**src/rtl/core/urs_pkg.sv**
```systemverilog
// ----------------------------------------------------------------------------
// urs_pkg
// Shared types and constants for the ultrasonic ranger sequencer.
// ----------------------------------------------------------------------------
package urs_pkg;

  localparam int SENSOR_COUNT = 4;

  localparam logic [1:0]  LAST_SENSOR    = 2'(SENSOR_COUNT - 1);
  localparam logic [16:0] PAUSE_TICKS    = 17'd10;
  localparam logic [16:0] TRIG_LOW_TICKS = 17'd2;
  localparam logic [8:0]  SOUND_NUM      = 9'd343;

  localparam logic [7:0]  TRIGGER_WIDTH_RST = 8'd10;
  localparam logic [15:0] SETTLE_LIMIT_RST  = 16'd5000;
  localparam logic [15:0] START_LIMIT_RST   = 16'd5000;
  localparam logic [15:0] ECHO_LIMIT_RST    = 16'd25000;
  localparam logic [15:0] GAP_LENGTH_RST    = 16'd10000;
  localparam logic [22:0] MIN_RANGE_RST     = 23'd20000;
  localparam logic [22:0] MAX_RANGE_RST     = 23'd4000000;

  typedef enum logic [2:0] {
    REG_TRIGGER_WIDTH = 3'd0,
    REG_SETTLE_LIMIT  = 3'd1,
    REG_START_LIMIT   = 3'd2,
    REG_ECHO_LIMIT    = 3'd3,
    REG_GAP_LENGTH    = 3'd4,
    REG_MIN_RANGE     = 3'd5,
    REG_MAX_RANGE     = 3'd6
  } reg_index_t;

  typedef enum logic [1:0] {
    FAIL_NONE        = 2'd0,
    FAIL_STUCK_HIGH  = 2'd1,
    FAIL_NEVER_HIGH  = 2'd2,
    FAIL_RANGE       = 2'd3
  } fail_code_t;

  typedef enum logic [7:0] {
    PH_IDLE    = 8'b0000_0001,
    PH_SETTLE  = 8'b0000_0010,
    PH_PAUSE   = 8'b0000_0100,
    PH_TLOW    = 8'b0000_1000,
    PH_THIGH   = 8'b0001_0000,
    PH_WAIT    = 8'b0010_0000,
    PH_MEASURE = 8'b0100_0000,
    PH_GAP     = 8'b1000_0000
  } phase_t;

  typedef struct packed {
    logic [7:0]  trigger_width;
    logic [15:0] settle_limit;
    logic [15:0] start_limit;
    logic [15:0] echo_limit;
    logic [15:0] gap_length;
    logic [22:0] min_range_um;
    logic [22:0] max_range_um;
  } cfg_t;

  typedef struct packed {
    logic [3:0]  ok_mask;
    logic        scan_done;
    fail_code_t  fail_code;
    logic [22:0] distance_um;
    logic [1:0]  sensor_index;
    logic        reading_valid;
    logic [3:0]  trigger_levels;
  } result_t;

endpackage

```
**src/rtl/core/urs_cfg_regs.sv**
```systemverilog
// ----------------------------------------------------------------------------
// urs_cfg_regs
// Configuration register bank written through an indexed write channel.
// ----------------------------------------------------------------------------
module urs_cfg_regs (
  input  logic          clk,
  input  logic          rst,
  input  logic          cfg_valid,
  output logic          cfg_ready,
  input  logic [2:0]    cfg_index,
  input  logic [22:0]   cfg_data,
  output urs_pkg::cfg_t cfg
);
  import urs_pkg::*;

  assign cfg_ready = 1'b1;

  always_ff @(posedge clk) begin
    if (rst) begin
      cfg.trigger_width <= TRIGGER_WIDTH_RST;
      cfg.settle_limit  <= SETTLE_LIMIT_RST;
      cfg.start_limit   <= START_LIMIT_RST;
      cfg.echo_limit    <= ECHO_LIMIT_RST;
      cfg.gap_length    <= GAP_LENGTH_RST;
      cfg.min_range_um  <= MIN_RANGE_RST;
      cfg.max_range_um  <= MAX_RANGE_RST;
    end else if (cfg_valid && cfg_ready) begin
      case (cfg_index)
        REG_TRIGGER_WIDTH: cfg.trigger_width <= cfg_data[7:0];
        REG_SETTLE_LIMIT:  cfg.settle_limit  <= cfg_data[15:0];
        REG_START_LIMIT:   cfg.start_limit   <= cfg_data[15:0];
        REG_ECHO_LIMIT:    cfg.echo_limit    <= cfg_data[15:0];
        REG_GAP_LENGTH:    cfg.gap_length    <= cfg_data[15:0];
        REG_MIN_RANGE:     cfg.min_range_um  <= cfg_data;
        REG_MAX_RANGE:     cfg.max_range_um  <= cfg_data;
        default: begin
        end
      endcase
    end
  end

endmodule

```
**src/rtl/core/urs_range_calc.sv**
```systemverilog
// ----------------------------------------------------------------------------
// urs_range_calc
// Converts an echo width in ticks to micrometres and checks the window.
// ----------------------------------------------------------------------------
module urs_range_calc (
  input  logic [16:0] ticks,
  input  logic [22:0] min_range_um,
  input  logic [22:0] max_range_um,
  output logic [22:0] distance_um,
  output logic        in_range
);
  import urs_pkg::*;

  logic [25:0] twice;
  logic [25:0] lower;
  logic [25:0] upper;

  assign twice       = 26'(ticks * SOUND_NUM);
  assign lower       = {2'b00, min_range_um, 1'b0};
  assign upper       = {2'b00, max_range_um, 1'b0};
  assign in_range    = (twice >= lower) && (twice <= upper);
  assign distance_um = twice[23:1];

endmodule

```
**src/rtl/core/urs_sequencer.sv**
```systemverilog
// ----------------------------------------------------------------------------
// urs_sequencer
// Per-tick scan state machine: settle, pause, trigger, wait, measure, gap.
// ----------------------------------------------------------------------------
module urs_sequencer (
  input  logic             clk,
  input  logic             rst,
  input  logic             step,
  input  logic             start_scan,
  input  logic [3:0]       echo_levels,
  input  urs_pkg::cfg_t    cfg,
  output urs_pkg::result_t result
);
  import urs_pkg::*;

  phase_t      phase;
  phase_t      phase_next;
  logic [16:0] tick_count;
  logic [16:0] tick_count_next;
  logic [1:0]  current_sensor;
  logic [1:0]  current_sensor_next;
  logic [3:0]  good_mask;
  logic [3:0]  good_mask_next;

  logic        echo;
  logic [16:0] tick_inc;
  logic [7:0]  width;
  logic [22:0] calc_distance;
  logic        calc_in_range;
  logic        finish;
  logic        advance;

  urs_range_calc u_range (
    .ticks        (tick_count),
    .min_range_um (cfg.min_range_um),
    .max_range_um (cfg.max_range_um),
    .distance_um  (calc_distance),
    .in_range     (calc_in_range)
  );

  assign echo     = echo_levels[current_sensor];
  assign tick_inc = tick_count + 17'd1;
  assign width    = (cfg.trigger_width == 8'd0) ? 8'd1 : cfg.trigger_width;

  always_comb begin
    phase_next          = phase;
    tick_count_next     = tick_count;
    current_sensor_next = current_sensor;
    good_mask_next      = good_mask;
    finish              = 1'b0;
    advance             = 1'b0;
    result              = '0;
    result.fail_code    = FAIL_NONE;

    case (phase)
      PH_IDLE: begin
        if (start_scan) begin
          good_mask_next      = 4'd0;
          current_sensor_next = 2'd0;
          tick_count_next     = 17'd0;
          phase_next          = PH_SETTLE;
        end
      end
      PH_SETTLE: begin
        if (!echo) begin
          phase_next      = PH_PAUSE;
          tick_count_next = 17'd0;
        end else begin
          tick_count_next = tick_inc;
          if (tick_inc > {1'b0, cfg.settle_limit}) begin
            result.reading_valid = 1'b1;
            result.fail_code     = FAIL_STUCK_HIGH;
            finish               = 1'b1;
          end
        end
      end
      PH_PAUSE: begin
        tick_count_next = tick_inc;
        if (tick_inc >= PAUSE_TICKS) begin
          phase_next      = PH_TLOW;
          tick_count_next = 17'd0;
        end
      end
      PH_TLOW: begin
        tick_count_next = tick_inc;
        if (tick_inc >= TRIG_LOW_TICKS) begin
          phase_next      = PH_THIGH;
          tick_count_next = 17'd0;
        end
      end
      PH_THIGH: begin
        result.trigger_levels = 4'b0001 << current_sensor;
        tick_count_next       = tick_inc;
        if (tick_inc >= {9'd0, width}) begin
          phase_next      = PH_WAIT;
          tick_count_next = 17'd0;
        end
      end
      PH_WAIT: begin
        if (echo) begin
          phase_next      = PH_MEASURE;
          tick_count_next = 17'd1;
          if (cfg.echo_limit == 16'd0) begin
            result.reading_valid = 1'b1;
            result.fail_code     = FAIL_RANGE;
            finish               = 1'b1;
          end
        end else begin
          tick_count_next = tick_inc;
          if (tick_inc > {1'b0, cfg.start_limit}) begin
            result.reading_valid = 1'b1;
            result.fail_code     = FAIL_NEVER_HIGH;
            finish               = 1'b1;
          end
        end
      end
      PH_MEASURE: begin
        if (echo) begin
          tick_count_next = tick_inc;
          if (tick_inc > {1'b0, cfg.echo_limit}) begin
            result.reading_valid = 1'b1;
            result.fail_code     = FAIL_RANGE;
            finish               = 1'b1;
          end
        end else begin
          result.reading_valid = 1'b1;
          finish               = 1'b1;
          if (calc_in_range) begin
            result.distance_um = calc_distance;
            good_mask_next     = good_mask | (4'b0001 << current_sensor);
          end else begin
            result.fail_code = FAIL_RANGE;
          end
        end
      end
      PH_GAP: begin
        tick_count_next = tick_inc;
        if (tick_inc >= {1'b0, cfg.gap_length}) begin
          advance = 1'b1;
        end
      end
      default: begin
        phase_next = PH_IDLE;
      end
    endcase

    if (finish) begin
      tick_count_next = 17'd0;
      if (cfg.gap_length == 16'd0) begin
        advance = 1'b1;
      end else begin
        phase_next = PH_GAP;
      end
    end

    if (advance) begin
      tick_count_next = 17'd0;
      if (current_sensor == LAST_SENSOR) begin
        phase_next       = PH_IDLE;
        result.scan_done = 1'b1;
      end else begin
        current_sensor_next = current_sensor + 2'd1;
        phase_next          = PH_SETTLE;
      end
    end

    if (result.reading_valid) begin
      result.sensor_index = current_sensor;
    end
    result.ok_mask = good_mask_next;
  end

  always_ff @(posedge clk) begin
    if (rst) begin
      phase          <= PH_IDLE;
      tick_count     <= 17'd0;
      current_sensor <= 2'd0;
      good_mask      <= 4'd0;
    end else if (step) begin
      phase          <= phase_next;
      tick_count     <= tick_count_next;
      current_sensor <= current_sensor_next;
      good_mask      <= good_mask_next;
    end
  end

endmodule

```
**src/rtl/core/ultrasonic_ranger_sequencer.sv**
```systemverilog
// ----------------------------------------------------------------------------
// ultrasonic_ranger_sequencer
// Scans four echo-ranging sensors one at a time, one input word per tick.
// ----------------------------------------------------------------------------
// Channel   Direction  Contents
// s_axis    in         one tick: start request and sampled echo lines
// m_axis    out        one result word per tick: triggers, reading, mask
// cfg       in         register index and write data
//
// Each result word is held in the input register and then in the result
// register before it is on m_axis; a new word is taken every cycle while
// m_axis is not stalled.
// Reset clears the scan state, the pipeline and the configuration registers.
// A stall on m_axis holds the result register and backs up into s_axis.
// ----------------------------------------------------------------------------
module ultrasonic_ranger_sequencer (
  input  logic        clk,
  input  logic        rst,
  input  logic        s_axis_tvalid,
  output logic        s_axis_tready,
  input  logic [7:0]  s_axis_tdata,  // start_scan, echo_levels[4], zero pad
  output logic        m_axis_tvalid,
  input  logic        m_axis_tready,
  // trigger_levels[4], reading_valid, sensor_index[2], distance_um[23],
  // fail_code[2], scan_done, ok_mask[4], zero pad
  output logic [39:0] m_axis_tdata,
  input  logic        cfg_valid,
  output logic        cfg_ready,
  input  logic [2:0]  cfg_index,
  input  logic [22:0] cfg_data
);
  import urs_pkg::*;

  cfg_t       cfg;
  result_t    result;
  result_t    out_word;
  logic       in_full;
  logic       in_start;
  logic [3:0] in_echo;
  logic       step;

  urs_cfg_regs u_cfg (
    .clk       (clk),
    .rst       (rst),
    .cfg_valid (cfg_valid),
    .cfg_ready (cfg_ready),
    .cfg_index (cfg_index),
    .cfg_data  (cfg_data),
    .cfg       (cfg)
  );

  assign step          = in_full && (!m_axis_tvalid || m_axis_tready);
  assign s_axis_tready = !in_full || step;

  always_ff @(posedge clk) begin
    if (rst) begin
      in_full <= 1'b0;
    end else if (s_axis_tready) begin
      in_full <= s_axis_tvalid;
    end
  end

  always_ff @(posedge clk) begin
    if (s_axis_tvalid && s_axis_tready) begin
      in_start <= s_axis_tdata[0];
      in_echo  <= s_axis_tdata[4:1];
    end
  end

  urs_sequencer u_seq (
    .clk         (clk),
    .rst         (rst),
    .step        (step),
    .start_scan  (in_start),
    .echo_levels (in_echo),
    .cfg         (cfg),
    .result      (result)
  );

  always_ff @(posedge clk) begin
    if (rst) begin
      m_axis_tvalid <= 1'b0;
    end else if (step) begin
      m_axis_tvalid <= 1'b1;
    end else if (m_axis_tready) begin
      m_axis_tvalid <= 1'b0;
    end
  end

  always_ff @(posedge clk) begin
    if (step) begin
      out_word <= result;
    end
  end

  assign m_axis_tdata = {3'b000, out_word};

endmodule
```
**config.mk**
```make
export PLATFORM = sky130hd
export DESIGN_NAME = ultrasonic_ranger_sequencer
export DESIGN_NICKNAME = d
export VERILOG_FILES = /design/src/rtl/core/urs_pkg.sv /design/src/rtl/core/urs_cfg_regs.sv /design/src/rtl/core/urs_range_calc.sv /design/src/rtl/core/urs_sequencer.sv /design/src/rtl/core/ultrasonic_ranger_sequencer.sv
export SDC_FILE = /design/constraint.sdc
export NUM_CORES = 1
export LEC_CHECK = 0
export ABC_AREA = 1
export BUFFER_PORTS_ARGS = -buffer_cell sky130_fd_sc_hd__buf_2
export CAP_MARGIN = 40
export CELL_PAD_IN_SITES_DETAIL_PLACEMENT = 1
export CELL_PAD_IN_SITES_GLOBAL_PLACEMENT = 2
export CORE_MARGIN = 1
export CORE_UTILIZATION = 40
export CTS_BUF_LIST = sky130_fd_sc_hd__clkbuf_16
export CTS_CLUSTER_DIAMETER = 120
export DETAILED_ROUTE_END_ITERATION = 16
export PLACE_DENSITY = 0.92
export SLEW_MARGIN = 25
export SYNTH_ARGS = -nofsm -noshare
export SYNTH_HDL_FRONTEND = slang
export SYNTH_SLANG_ARGS = --single-unit
```
**constraint.sdc**
```tcl
create_clock -name clk -period 17.4 [get_ports clk]
set_input_delay 3.48 -clock clk [delete_from_list [all_inputs] [get_ports clk]]
set_output_delay 3.48 -clock clk [all_outputs]
set_load 0.1 [all_outputs]
```
== After elaboration in Yosys (flattened, before gate mapping) ==
Cells that the tools add are included.
Storage, ports and cells
  flip-flop bits (word level): 193
  input port bits: 39
Operators by class
  add/sub/neg operators: 2
  multipliers: 1
  $lt $le $gt $ge: 10
  equal/unequal tests: 17
  shift operators: 1
  mux-type cells: 56
  bitwise operators: 3
  reductions and logical operators: 23
Operators with widths (count)
  2-to-1 mux 17 bit: 9
  one-hot mux 17 bit (8 select lines): 1
  2-to-1 mux 8 bit: 10
  one-hot mux 8 bit (7 select lines): 1
  > comparator 17 x 16 -> 1 bit: 3
  zero test 16 bit: 2
  >= comparator 26 x 24 -> 1 bit: 1
  <= comparator 26 x 24 -> 1 bit: 1
  multiplier 17 x 9 -> 26 bit (second input constant): 1
  2-to-1 mux 2 bit: 12
  adder 17 x 1 -> 17 bit (second input constant): 1
  >= comparator 17 x 16 -> 1 bit: 1
  >= comparator 17 x 2 -> 1 bit (second input constant): 1
  >= comparator 17 x 4 -> 1 bit (second input constant): 1
  >= comparator 17 x 8 -> 1 bit: 1
  2-to-1 mux 1 bit: 16
  AND reduction 2 bit: 7
  2-to-1 mux 4 bit: 3
  nonzero test 10 bit: 1
  equality test 3 bit (second input constant): 3
  equality test 8 x 1 -> 1 bit (second input constant): 1
  equality test 8 x 2 -> 1 bit (second input constant): 1
  equality test 8 x 3 -> 1 bit (second input constant): 1
  equality test 8 x 4 -> 1 bit (second input constant): 1
  other kinds (27): 33

== Logic depth before layout (Yosys ltp) ==
Gate-level depths: netlist (run 1).
  depth in word-level cells: 8
  gate-level depth with buffers: 34
  depth with buffers taken out: 34

== Cells and area by module ==
A second synthesis (run 1) with hierarchy kept.
Second synthesis, totals
  cells, all modules: 2203
  area total of the unflattened synthesis: 15672.5 µm²
Modules (own cells, without submodules)
  urs_sequencer: times used 1, cells each 850, area each 5008.6 µm², seq. area each 620.6 µm²
  urs_range_calc: times used 1, cells each 647, area each 4722.0 µm², seq. area each 0.0 µm²
  urs_cfg_regs: times used 1, cells each 648, area each 4563.1 µm², seq. area each 2362.3 µm²
  ultrasonic_ranger_sequencer: times used 1, cells each 58, area each 1378.8 µm², seq. area each 1301.2 µm²

== Worst setup path after synthesis (run 1) ==
No wires, ideal clock.
  kind: input -> output
  start point: in m_axis_tready
  end point: out s_axis_tready
  arrival: 4288 ps
  setup slack: 9632 ps
  cell stages on the path: 2
  buffers on the path: 0
  path through: inv_1 nand3_1
Between the ends
  word-level cells in the longest chain between the ends: 3
RTL lines
  start, declared: line ultrasonic_ranger_sequencer.sv:23  | input logic m_axis_tready,
  logical OR 1 bit: line ultrasonic_ranger_sequencer.sv:52  | assign step = in_full && (!m_axis_tvalid || m_axis_tready);
  logical AND 1 bit: line ultrasonic_ranger_sequencer.sv:52
  logical OR 1 bit: line ultrasonic_ranger_sequencer.sv:53  | assign s_axis_tready = !in_full || step;
  end, declared: line ultrasonic_ranger_sequencer.sv:20  | output logic s_axis_tready,
Every way passes these cells.

== Final worst setup path (run 1) ==
  start point: reg u_seq.tick_count[3]
  end point: reg out_word (netlist bit m_axis_tdata[12]) (data pin)
Between the ends
  word-level cells in the longest chain between the ends: 5
RTL lines
  start, declared: line urs_sequencer.sv:18  | logic [16:0] tick_count;
  start signal, assigned: line urs_sequencer.sv:181  | tick_count <= tick_count_next;
  multiplier 17 x 9 -> 26 bit (*): line urs_range_calc.sv:18  | assign twice = 26'(ticks * SOUND_NUM);
  via u_seq.calc_distance[13]: line urs_sequencer.sv:28  | logic [22:0] calc_distance;
  >= comparator 26 x 24 -> 1 bit / <= comparator 26 x 24 -> 1 bit (equally long branches): line urs_range_calc.sv:21  | assign in_range = (twice >= lower) && (twice <= upper);
  logical AND 1 bit (*): line urs_range_calc.sv:21
  inverter 1 bit (no line) (*)
  OR reduction 3 bit (no line) (*)
  end signal, assigned: line ultrasonic_ranger_sequencer.sv:92  | out_word <= result;
  end, declared: line ultrasonic_ranger_sequencer.sv:36  | result_t out_word;
The timed path passes the listed nets; every way through them passes the cells marked *.
A chain may end at the register's enable or synchronous reset.

==> results of run 1 <==
[kinds of logic after synthesis]
kind of cell               share of synthesized area
and+or+nand+nor                                0.171
other                                       0.000521
buffers and inverters                          0.108
xor gates and xnor gates                      0.0176
AOI/OAI and AO/OA                              0.145
DFF                                            0.297
adders and majority gates                      0.261
[flip-flops by register name, indices dropped and copies added (netlist names)]
register and cells:
in_start 1, m_axis_tvalid 1, u_seq.phase 8, in_full 1, in_echo 4, m_axis_tdata 37
u_seq.good_mask 4, u_cfg.cfg 118, u_seq.tick_count 17, u_seq.current_sensor 2
[worst paths after layout]
| path | startpoint | end | slack, ps | cells past startpoint |
|---|---|---|---|---|
| hold reg to reg | u_cfg.cfg[4] | u_cfg.cfg[4] | 460 | 2 |
| hold / removal | u_cfg.cfg[4] | u_cfg.cfg[4] | 460 | 2 |
| setup / recovery | u_seq.tick_count[3] | m_axis_tdata[12] | 9690 | 31 |
| setup reg to reg | u_seq.tick_count[3] | m_axis_tdata[12] | 9690 | 31 |
[power groups by stage]
stage                     logic (µW)  clock network, µW  registers (µW)
after floorplan                  302                  0             519
after global placement           442                  0             499
after detailed placement         467                  0             500
after CTS                        473                407             489
after global routing             530                422             492
final                            471                398             489
[critical path: cells and delay by family (launching register included)]
family | cells | cell delay [ps]
AOI/OAI and AO/OA | 3 | 580
xor gates and xnor gates | 1 | 490
adders and majority gates | 6 | 2470
buffers and inverters | 5 | 720
DFF | 1 | 620
and+or+nand+nor | 16 | 2580
[cells in the mapped netlist (all sizes together), types with 19 or more instances]
cell type	n	area [µm²]
inv	356	1340
xor2	24	210
nor2	150	596
o21ai	133	669
fa	55	1100
nand4	42	263
nand2	252	951
o211ai	40	305
clkbuf	37	139
a21oi	178	913
nor4	19	119
nor3	23	120
nand3	60	318
edfxtp	42	1260
ha	213	2670
dfxtp	151	3020
[placed cells by master (no fill, tap or decap), drive strengths merged, types with 20 or more instances in the layout]
master,Yosys,layout
nand4,42,42
buf,13,92
dfxtp,151,151
o211ai,40,40
inv,356,362
xor2,24,24
nand2,252,252
clkbuf,37,20
a21oi,178,178
o21ai,133,133
nor3,23,23
fa,55,55
nand3,60,60
edfxtp,42,42
nor2,150,150
ha,213,213
[through the flow]
stage          worst slack (ps)  cells
2_1_floorplan              9630   1836
3_3_place_gp               9600   2333
3_5_place_dp               9760   2336
4_1_cts                    9690   2368
5_1_grt                    9140   2373
6_report                   9690   2373
[cell type report]
cell class / instances / share of cell area
clock inverter: 14 / 0.00708
tap: 461 / 0.0363
multi-input combinational: 1237 / 0.540
clock buffer: 18 / 0.0283
timing repair buffer: 94 / 0.0351
sequential: 193 / 0.269
inverter: 356 / 0.0841
[routing by layer]
| metal | track usage | up-vias | share of wire |
|---|---|---|---|
| met5 | 0 | - | 0 |
| li1 | - | 6168 | - |
| met4 | 0.0897 | 0 | 0.031 |
| met2 | 0.440 | 232 | 0.49 |
| met1 | 0.300 | 6096 | 0.44 |
| met3 | 0.0356 | 81 | 0.033 |
==> impl_results.md, run 1 <==
- Starting Density: 0.406
- Nets@finish: 2206
- Antenna viol nets, final: 0
- Overall Power: about 1400 µW
- Core area: approximately 36000 µm²
- Asr flop ratio synth: 0
- Slew Limit Fails: 0
- Clock power frac: 0.293
- Register Area: between 4000 and 5000 µm²
- Leak: 0.00786 µW
- Kind of critical path: reg -> reg
- Initial antenna violation count: 0
- Max incr delay on CP: 620 ps
- Final core utilization: 0.447
- Root Buffer: clkbuf_16
- Area post-placement: 15300 µm²
- Post-CTS setup buffers: 0
- Tmin final: around 7700 ps
- Vias/cell: 5.30
- First DRT Iteration DRCs: about 570
- DRC Markers: 0
- # setup viols final: 0
- Clock transition at the registers of the reported paths: roughly 80 ps
- Die Y: 192 µm
- Setup repair after global routing missed its margin: no
- Combinational share of power: 0.347
- Flop pwr share: 0.360
- #FFs+latches synth: about 190
- Post-CTS sizing: 0
- Setup crit start kind: register
- Hold Fails Final Rpt: 0
- Hold WS: 464 ps
- Avg Inst Size Synth: 7.87 µm²
- Switching portion of total power: 0.388
- Largest net degree at the start of global routing: 96
- Worst EP required: 17640 ps
- Net load switching power: 527 µW
- Clock Latency Late Sink: 460 ps
- TritonCTS Buffers: 17
- CTS Buffer Depth: 2
- Crit path top cell by count: nand2_1
- Final period utilization: 0.443
- CTS H-tree lvls: 4
- CP endpoint kind: register
- Io pins: 82
- Sequential area share after synthesis: 0.297
- Multi-input logic area: 8590 µm²
- Primary FF master, synth: dfxtp_1
- Slowest CP cell: dfxtp_1
- CP Max Fanout: 21
- Slew margin rel.: 0.431
- Hold-fix buffers, CTS: 0
- PD cells: 85.4 nW/µm²
- P_int: 831 µW
- Cells after Synth: 1834
- TNS Setup: 0 ps
- Fmax: 130 MHz
- TritonCTS clock tree: yes
- First-pass GRT wire length: 69.8 mm
- Data arrival, critical path: 7950 ps
- Remaining Overflow, GRT: 0
- Netlist area before placement: 14400 µm²
- Vias in the first global route: roughly 13000
- 1st-pass router iterations: 5
- # fillers: 4408
- Min-delay worst type: reg -> reg
- RePlAce Congestion: about 0.9
- Number of flops mapped to enable cells by yosys: 42
- Chip width: approximately 190 µm
- Share of post-route cells with drive strength above 1: 0.0800
- Num rows: 69
- Vias post-DR: 12600
- Layout area overhead: 10.3%
- Routed Wire Length: roughly 44 mm
- Worst-Margin Slew: roughly 850 ps
- DP HPWL: roughly 34 mm
- Port Buffers: 74
- Final Skew: 14.4 ps
- Num Clock Sinks: 193
- Yosys warns: 0
- Netlist cell types: 51
- Avg WL per Cell: about 18 µm
- Maximum VDD drop: 0.0699 mV
- Outcome: complete, no violations
- GRT Util Overall: 0.247
- Final instance area: 15900 µm²
- Full die area: about 37000 µm²
- Max Cap Viol: 0
- Antenna diode count: 0
(Power assumes the default switching activity.)
==> run 2: changes to the inputs <==
--- a/config.mk
+++ b/config.mk
@@ -11,11 +11,11 @@
 export CELL_PAD_IN_SITES_DETAIL_PLACEMENT = 1
 export CELL_PAD_IN_SITES_GLOBAL_PLACEMENT = 2
 export CORE_MARGIN = 1
-export CORE_UTILIZATION = 40
+export CORE_UTILIZATION = 34
 export CTS_BUF_LIST = sky130_fd_sc_hd__clkbuf_16
 export CTS_CLUSTER_DIAMETER = 120
 export DETAILED_ROUTE_END_ITERATION = 16
-export PLACE_DENSITY = 0.92
+export PLACE_DENSITY = 0.84
 export SLEW_MARGIN = 25
 export SYNTH_ARGS = -nofsm -noshare
 export SYNTH_HDL_FRONTEND = slang
==> constraint.sdc (replaced) <==
create_clock -name clk -period 6.55 [get_ports clk]
set_input_delay 1.31 -clock clk [delete_from_list [all_inputs] [get_ports clk]]
set_output_delay 1.31 -clock clk [all_outputs]
set_load 0.1 [all_outputs]
==> run 2 against run 1 <==
Net effect:
- clock skew is 0.91 ps higher
- combinational power rose to 2.8 times the previous value
- largest power group is now combinational cells
- sequential power grew to 2.6 times the previous value
- critical endpoint is now m_axis_tdata[30]
- global-route usage decreased by 3.7 points
- critical path type unchanged
- via count up 0.22%
- non-clock buffer count rose by 35
- register-to-register slack lost 9300 ps
- routed wire length grew 2.3%
- core utilization is 5.7 points lower
- die area rose by 17%
- hold slack gained 1.7 ps
- setup slack lost 9300 ps
==> impl_results.md, run 2 (synthesis results as in run 1) <==
- Outcome: complete, no violations
- # fillers: just over 5000
- Maximum VDD drop: between 0.1 and 0.15 mV
- Routed Wire Length: 44.8 mm
- Root Buffer: clkbuf_16
- Avg WL per Cell: roughly 18 µm
- CP endpoint kind: register
- Slowest CP cell: fa_1
- Max incr delay on CP: 540 ps
- CTS H-tree lvls: 4
- Max Cap Viol: 0
- Max FFs per register: 118
- Hold-fix buffers, CTS: 0
- Die Y: 208 µm
- Io pins: around 80
- PD cells: 224 nW/µm²
- CP Max Fanout: 5
- Met2 Use GR: 0.368
- # setup viols final: 0
- Vias/cell: 5.07
- Tmin final: 6200 ps
- Leak: 0.00803 µW
- Hold WS: 466 ps
- Vias in the first global route: 13200
- Vias post-DR: 12600
- Crit path top cell by count: inv_1
- Slew Limit Fails: 0
- Setup crit start kind: register
- First DRT Iteration DRCs: approximately 450
- Min-delay worst type: reg -> reg
- Antenna viol nets, final: 0
- Remaining Overflow, GRT: 0
- Final Skew: 15.3 ps
- Worst-Margin Slew: 841 ps
- Largest net degree at the start of global routing: 62
- Core area: around 42000 µm²
- DRC Markers: 0
- First-pass GRT wire length: 71.1 mm
- Most frequent cells in the layout: inv_1 (351), nand2_1 (249), ha_1 (213)
- Clock Latency Late Sink: 470 ps
- Reg with most FFs: u_cfg.cfg
- Port Buffers: 74
- Final instance area: 16300 µm²
- Data arrival, critical path: between 6000 and 7000 ps
- Layout area overhead: 13.1%
- Slew margin rel.: 0.440
- Area post-placement: 15700 µm²
- Num Clock Sinks: 193
- Most common cell after layout, fill and taps aside: inv_1
- Nets@finish: approximately 2200
- Final period utilization: 0.947
- Num rows: 75
- Initial antenna violation count: 0
- Kind of critical path: reg -> reg
- Clock transition at the registers of the reported paths: ~70 ps
- Hold Fails Final Rpt: 0
- GRT met3 Usage: 0.0232
- DP HPWL: 35.0 mm
- GRT busiest layer: met2
- Fmax: 161 MHz
- 1st-pass router iterations: 4
- GRT met1 Usage: 0.265
- Antenna diode count: 0
- Worst EP required: a little under 7000 ps
- Starting Density: 0.345
- CTS Buffer Depth: 2
- GRT Util Overall: 0.211
- Full die area: approximately 43000 µm²
- RePlAce Congestion: 0.850
- Share of post-route cells with drive strength above 1: 0.104
- Chip width: a little over 200 µm
- TritonCTS Buffers: 17
- TritonCTS clock tree: yes
-- run 2: worst max-delay path: cells and delay by family (launching register included) --
kind | cells | cell delay (ps)
flip-flops | 1 | 370
AND/OR/NAND/NOR | 8 | 850
XOR/XNOR | 1 | 250
adder cells (fa/ha/maj) | 6 | 2470
buffers and inverters | 8 | 820
AO/OA/AOI/OAI | 8 | 1160
-- run 2: metal layers --
layer,part of all wire,wire length [µm]
met1,0.46,20800
met4,0.032,1440
met2,0.48,21700
met5,0,0
met3,0.020,874
-- run 2: path summary, 6_finish.rpt --
path	startpoint	end	slack [ps]	depth (start not counted)
worst max-delay path	u_seq.tick_count[5]	m_axis_tdata[30]	350	31
worst min-delay path	u_cfg.cfg[14]	u_cfg.cfg[14]	470	2
worst max register to register	u_seq.tick_count[5]	m_axis_tdata[30]	350	31
worst min register to register	u_cfg.cfg[14]	u_cfg.cfg[14]	470	2
-- run 2: final cells by class --
class,count,area [µm²],area share
multi-input combinational,1237,8650,0.530
timing repair buffer,129,821,0.0503
clock inverter,15,116,0.00713
sequential,193,4300,0.263
clock buffer,17,425,0.0261
tap,539,674,0.0413
inverter,356,1340,0.0820
-- run 2: report_power, final --
group          internal (µW)  switching (µW)  leakage [µW]  total (µW)
registers               1260            23.9       0.00164        1280
clock network            521             514      0.000274        1040
logic                    453             877       0.00612        1330
-- run 2: stage by stage --
step	TNS, ps	util	cells	total power [µW]	setup WS [ps]
after global placement	0	0.374	2448	2580	142
after global routing	-158	0.390	2486	3880	-53.7
after CTS	0	0.388	2482	3670	54.7
after detailed placement	-25.7	0.375	2450	2630	-23.8
after floorplan	0	-	1836	2180	701
final	0	0.390	2486	3650	346
-- run 2: what timing repair did --
item,CTS,global route
gates resized for setup,4,19
buffers inserted,0,1
setup endpoints to repair,8,33
gates cloned,0,0
pin swaps,1,3
==> run 3: changes to the inputs <==
--- a/config.mk
+++ b/config.mk
@@ -6,7 +6,7 @@
 export NUM_CORES = 1
 export LEC_CHECK = 0
 export ABC_AREA = 1
-export BUFFER_PORTS_ARGS = -buffer_cell sky130_fd_sc_hd__buf_2
+export BUFFER_PORTS_ARGS = -buffer_cell sky130_fd_sc_hd__buf_4
 export CAP_MARGIN = 40
 export CELL_PAD_IN_SITES_DETAIL_PLACEMENT = 1
 export CELL_PAD_IN_SITES_GLOBAL_PLACEMENT = 2
==> run 3 against run 2 <==
Net effect:
- power hardly changed
- critical path type unchanged
- clock power hardly changed
- highest routed layer unchanged
- clock skew is 1.4 ps higher
==> impl_results.md, run 3 (synthesis results as in run 1) <==
- P_int: 2220 µW
- Worst EP required: 6760 ps
- Final period utilization: 0.941
- Hold depth: 2
- Routed Wire Length: 44.4 mm
- TritonCTS Buffers: 17
- Area post-placement: 15900 µm²
- Outcome: complete, no violations
- Full die area: 43300 µm²
- Data arrival, critical path: roughly 6400 ps
- Most frequent cells in the layout: inv_1 (350), nand2_1 (248), ha_1 (213)
- GRT Util Overall: 0.210
- Starting Density: 0.345
- Combinational share of power: 0.372
- Switching portion of total power: 0.391
- Flop pwr share: 0.351
- Root Buffer: clkbuf_16
- TNS Setup: 0 ps
- Final core utilization: 0.396
- Finished Layout Cells: 2487
- Final Skew: 16.7 ps
- RePlAce Congestion: about 0.85
- Clock transition at the registers of the reported paths: 70 ps
- Net load switching power: 1430 µW
- Placed instance count: approximately 2500
- Die Y: between 200 and 250 µm
- Most common cell after layout, fill and taps aside: inv_1
- Vias/cell: 5.01
- Final instance area: around 17000 µm²
- CP startpoint: u_seq.tick_count[5]
- Reg2reg start: u_seq.tick_count[5]
- Antenna diode count: 0
- Min-delay worst type: reg -> reg
- PD cells: 220 nW/µm²
- Hold WS: 464 ps
- Hold Fails Final Rpt: 0
- Core area: 41900 µm²
- 1st-pass router iterations: 5
- Clock Latency Late Sink: 470 ps
- First-pass GRT wire length: 70.5 mm
- CP endpoint kind: register
- Max Cap Viol: 0
- R2R depth: 33
- Remaining Overflow, GRT: 0
- Leak: 0.00810 µW
- Hold Path Sink: u_cfg.cfg[108]
- Avg WL per Cell: 17.9 µm
- # setup viols final: 0
- Flop-to-flop setup slack: ~400 ps
- Io pins: 82
- Num Clock Sinks: 193
- Share of post-route cells with drive strength above 1: 0.109
- Maximum VDD drop: 0.182 mV
- Vias post-DR: 12500
- Max incr delay on CP: 540 ps
- Reg with most FFs: u_cfg.cfg
- Layout area overhead: 14.7%
- Clock power frac: 0.277
- Kind of critical path: reg -> reg
- DP HPWL: 35.0 mm
- Port Buffers: 74
- Reg-to-reg critical path endpoint: m_axis_tdata[18]
- Largest net degree at the start of global routing: 60
- Chip width: around 210 µm
- Nets@finish: approximately 2200
- Slowest CP cell: fa_1
- Tmin final: 6160 ps
- First DRT Iteration DRCs: 486
- Hold_sp: u_cfg.cfg[108]
- CP Max Fanout: 23
- TritonCTS clock tree: yes
- CTS Buffer Depth: 2
- Worst-Margin Slew: ~840 ps
- Num rows: 75
- CTS H-tree lvls: 4
- Setup crit start kind: register
- Antenna viol nets, final: 0
- Vias in the first global route: 13100
- Slew Limit Fails: 0
- Initial antenna violation count: 0
- Slew margin rel.: 0.436
- Max FFs per register: 118
- DRC Markers: 0
- Fmax: 162 MHz
run 3: repair_timing:
| item | CTS | global route |
|---|---|---|
| setup buffers | 0 | 1 |
| endpoints found under the hold margin | 0 | 0 |
| pin swaps | 1 | 5 |
| hold buffers | 0 | 0 |
| resized for setup | 5 | 24 |
| setup endpoints to repair | 22 | 33 |
run 3: worst max-delay path: cells and delay by family (launching register included):
family	cells	cell delay, ps
adder cells (fa/ha/maj)	6	2400
AND/OR/NAND/NOR	11	1120
AO/OA/AOI/OAI	7	1050
buffers and inverters	8	810
flip-flops	1	350
XOR/XNOR	1	140
run 3: cell type report:
type / instances / area (µm²)
fill: 5089 / 25300
multi-input combinational: 1237 / 8670
sequential: 193 / 4300
inverter: 356 / 1340
timing repair buffer: 130 / 1040
tap: 539 / 674
clock buffer: 17 / 425
clock inverter: 15 / 110
run 3: metrics by stage:
step	worst slack, ps	total power [µW]
2_1_floorplan	701	2180
3_3_place_gp	117	2600
3_5_place_dp	-85.9	2650
4_1_cts	1.43	3670
5_1_grt	-55.8	3900
6_report	388	3650
run 3: worst max-delay path by stage:
stage	end	slack (ps)	cells after the start
6_report	m_axis_tdata[18]	390	33
4_1_cts	m_axis_tdata[12]	1	28
3_5_place_dp	m_axis_tdata[12]	-90	27
5_1_grt	m_axis_tdata[18]	-60	33
2_1_floorplan	m_axis_tdata[14]	700	29
3_3_place_gp	m_axis_tdata[28]	120	30
run 3: routing by layer:
metal  part of all wire  GRT usage  wire [µm]
met3              0.024     0.0232       1060
met1               0.45      0.260      20100
met2               0.49      0.371      22000
met4              0.030     0.0843       1320
met5                  0          0          0
run 3: power by group through the flow:
stage               clock network (µW)  registers, µW  logic, µW
floorplan                            0           1380        803
global placement                     0           1310       1290
detailed placement                   0           1310       1340
CTS                               1040           1280       1350
global route                      1070           1290       1540
finish                            1010           1280       1360
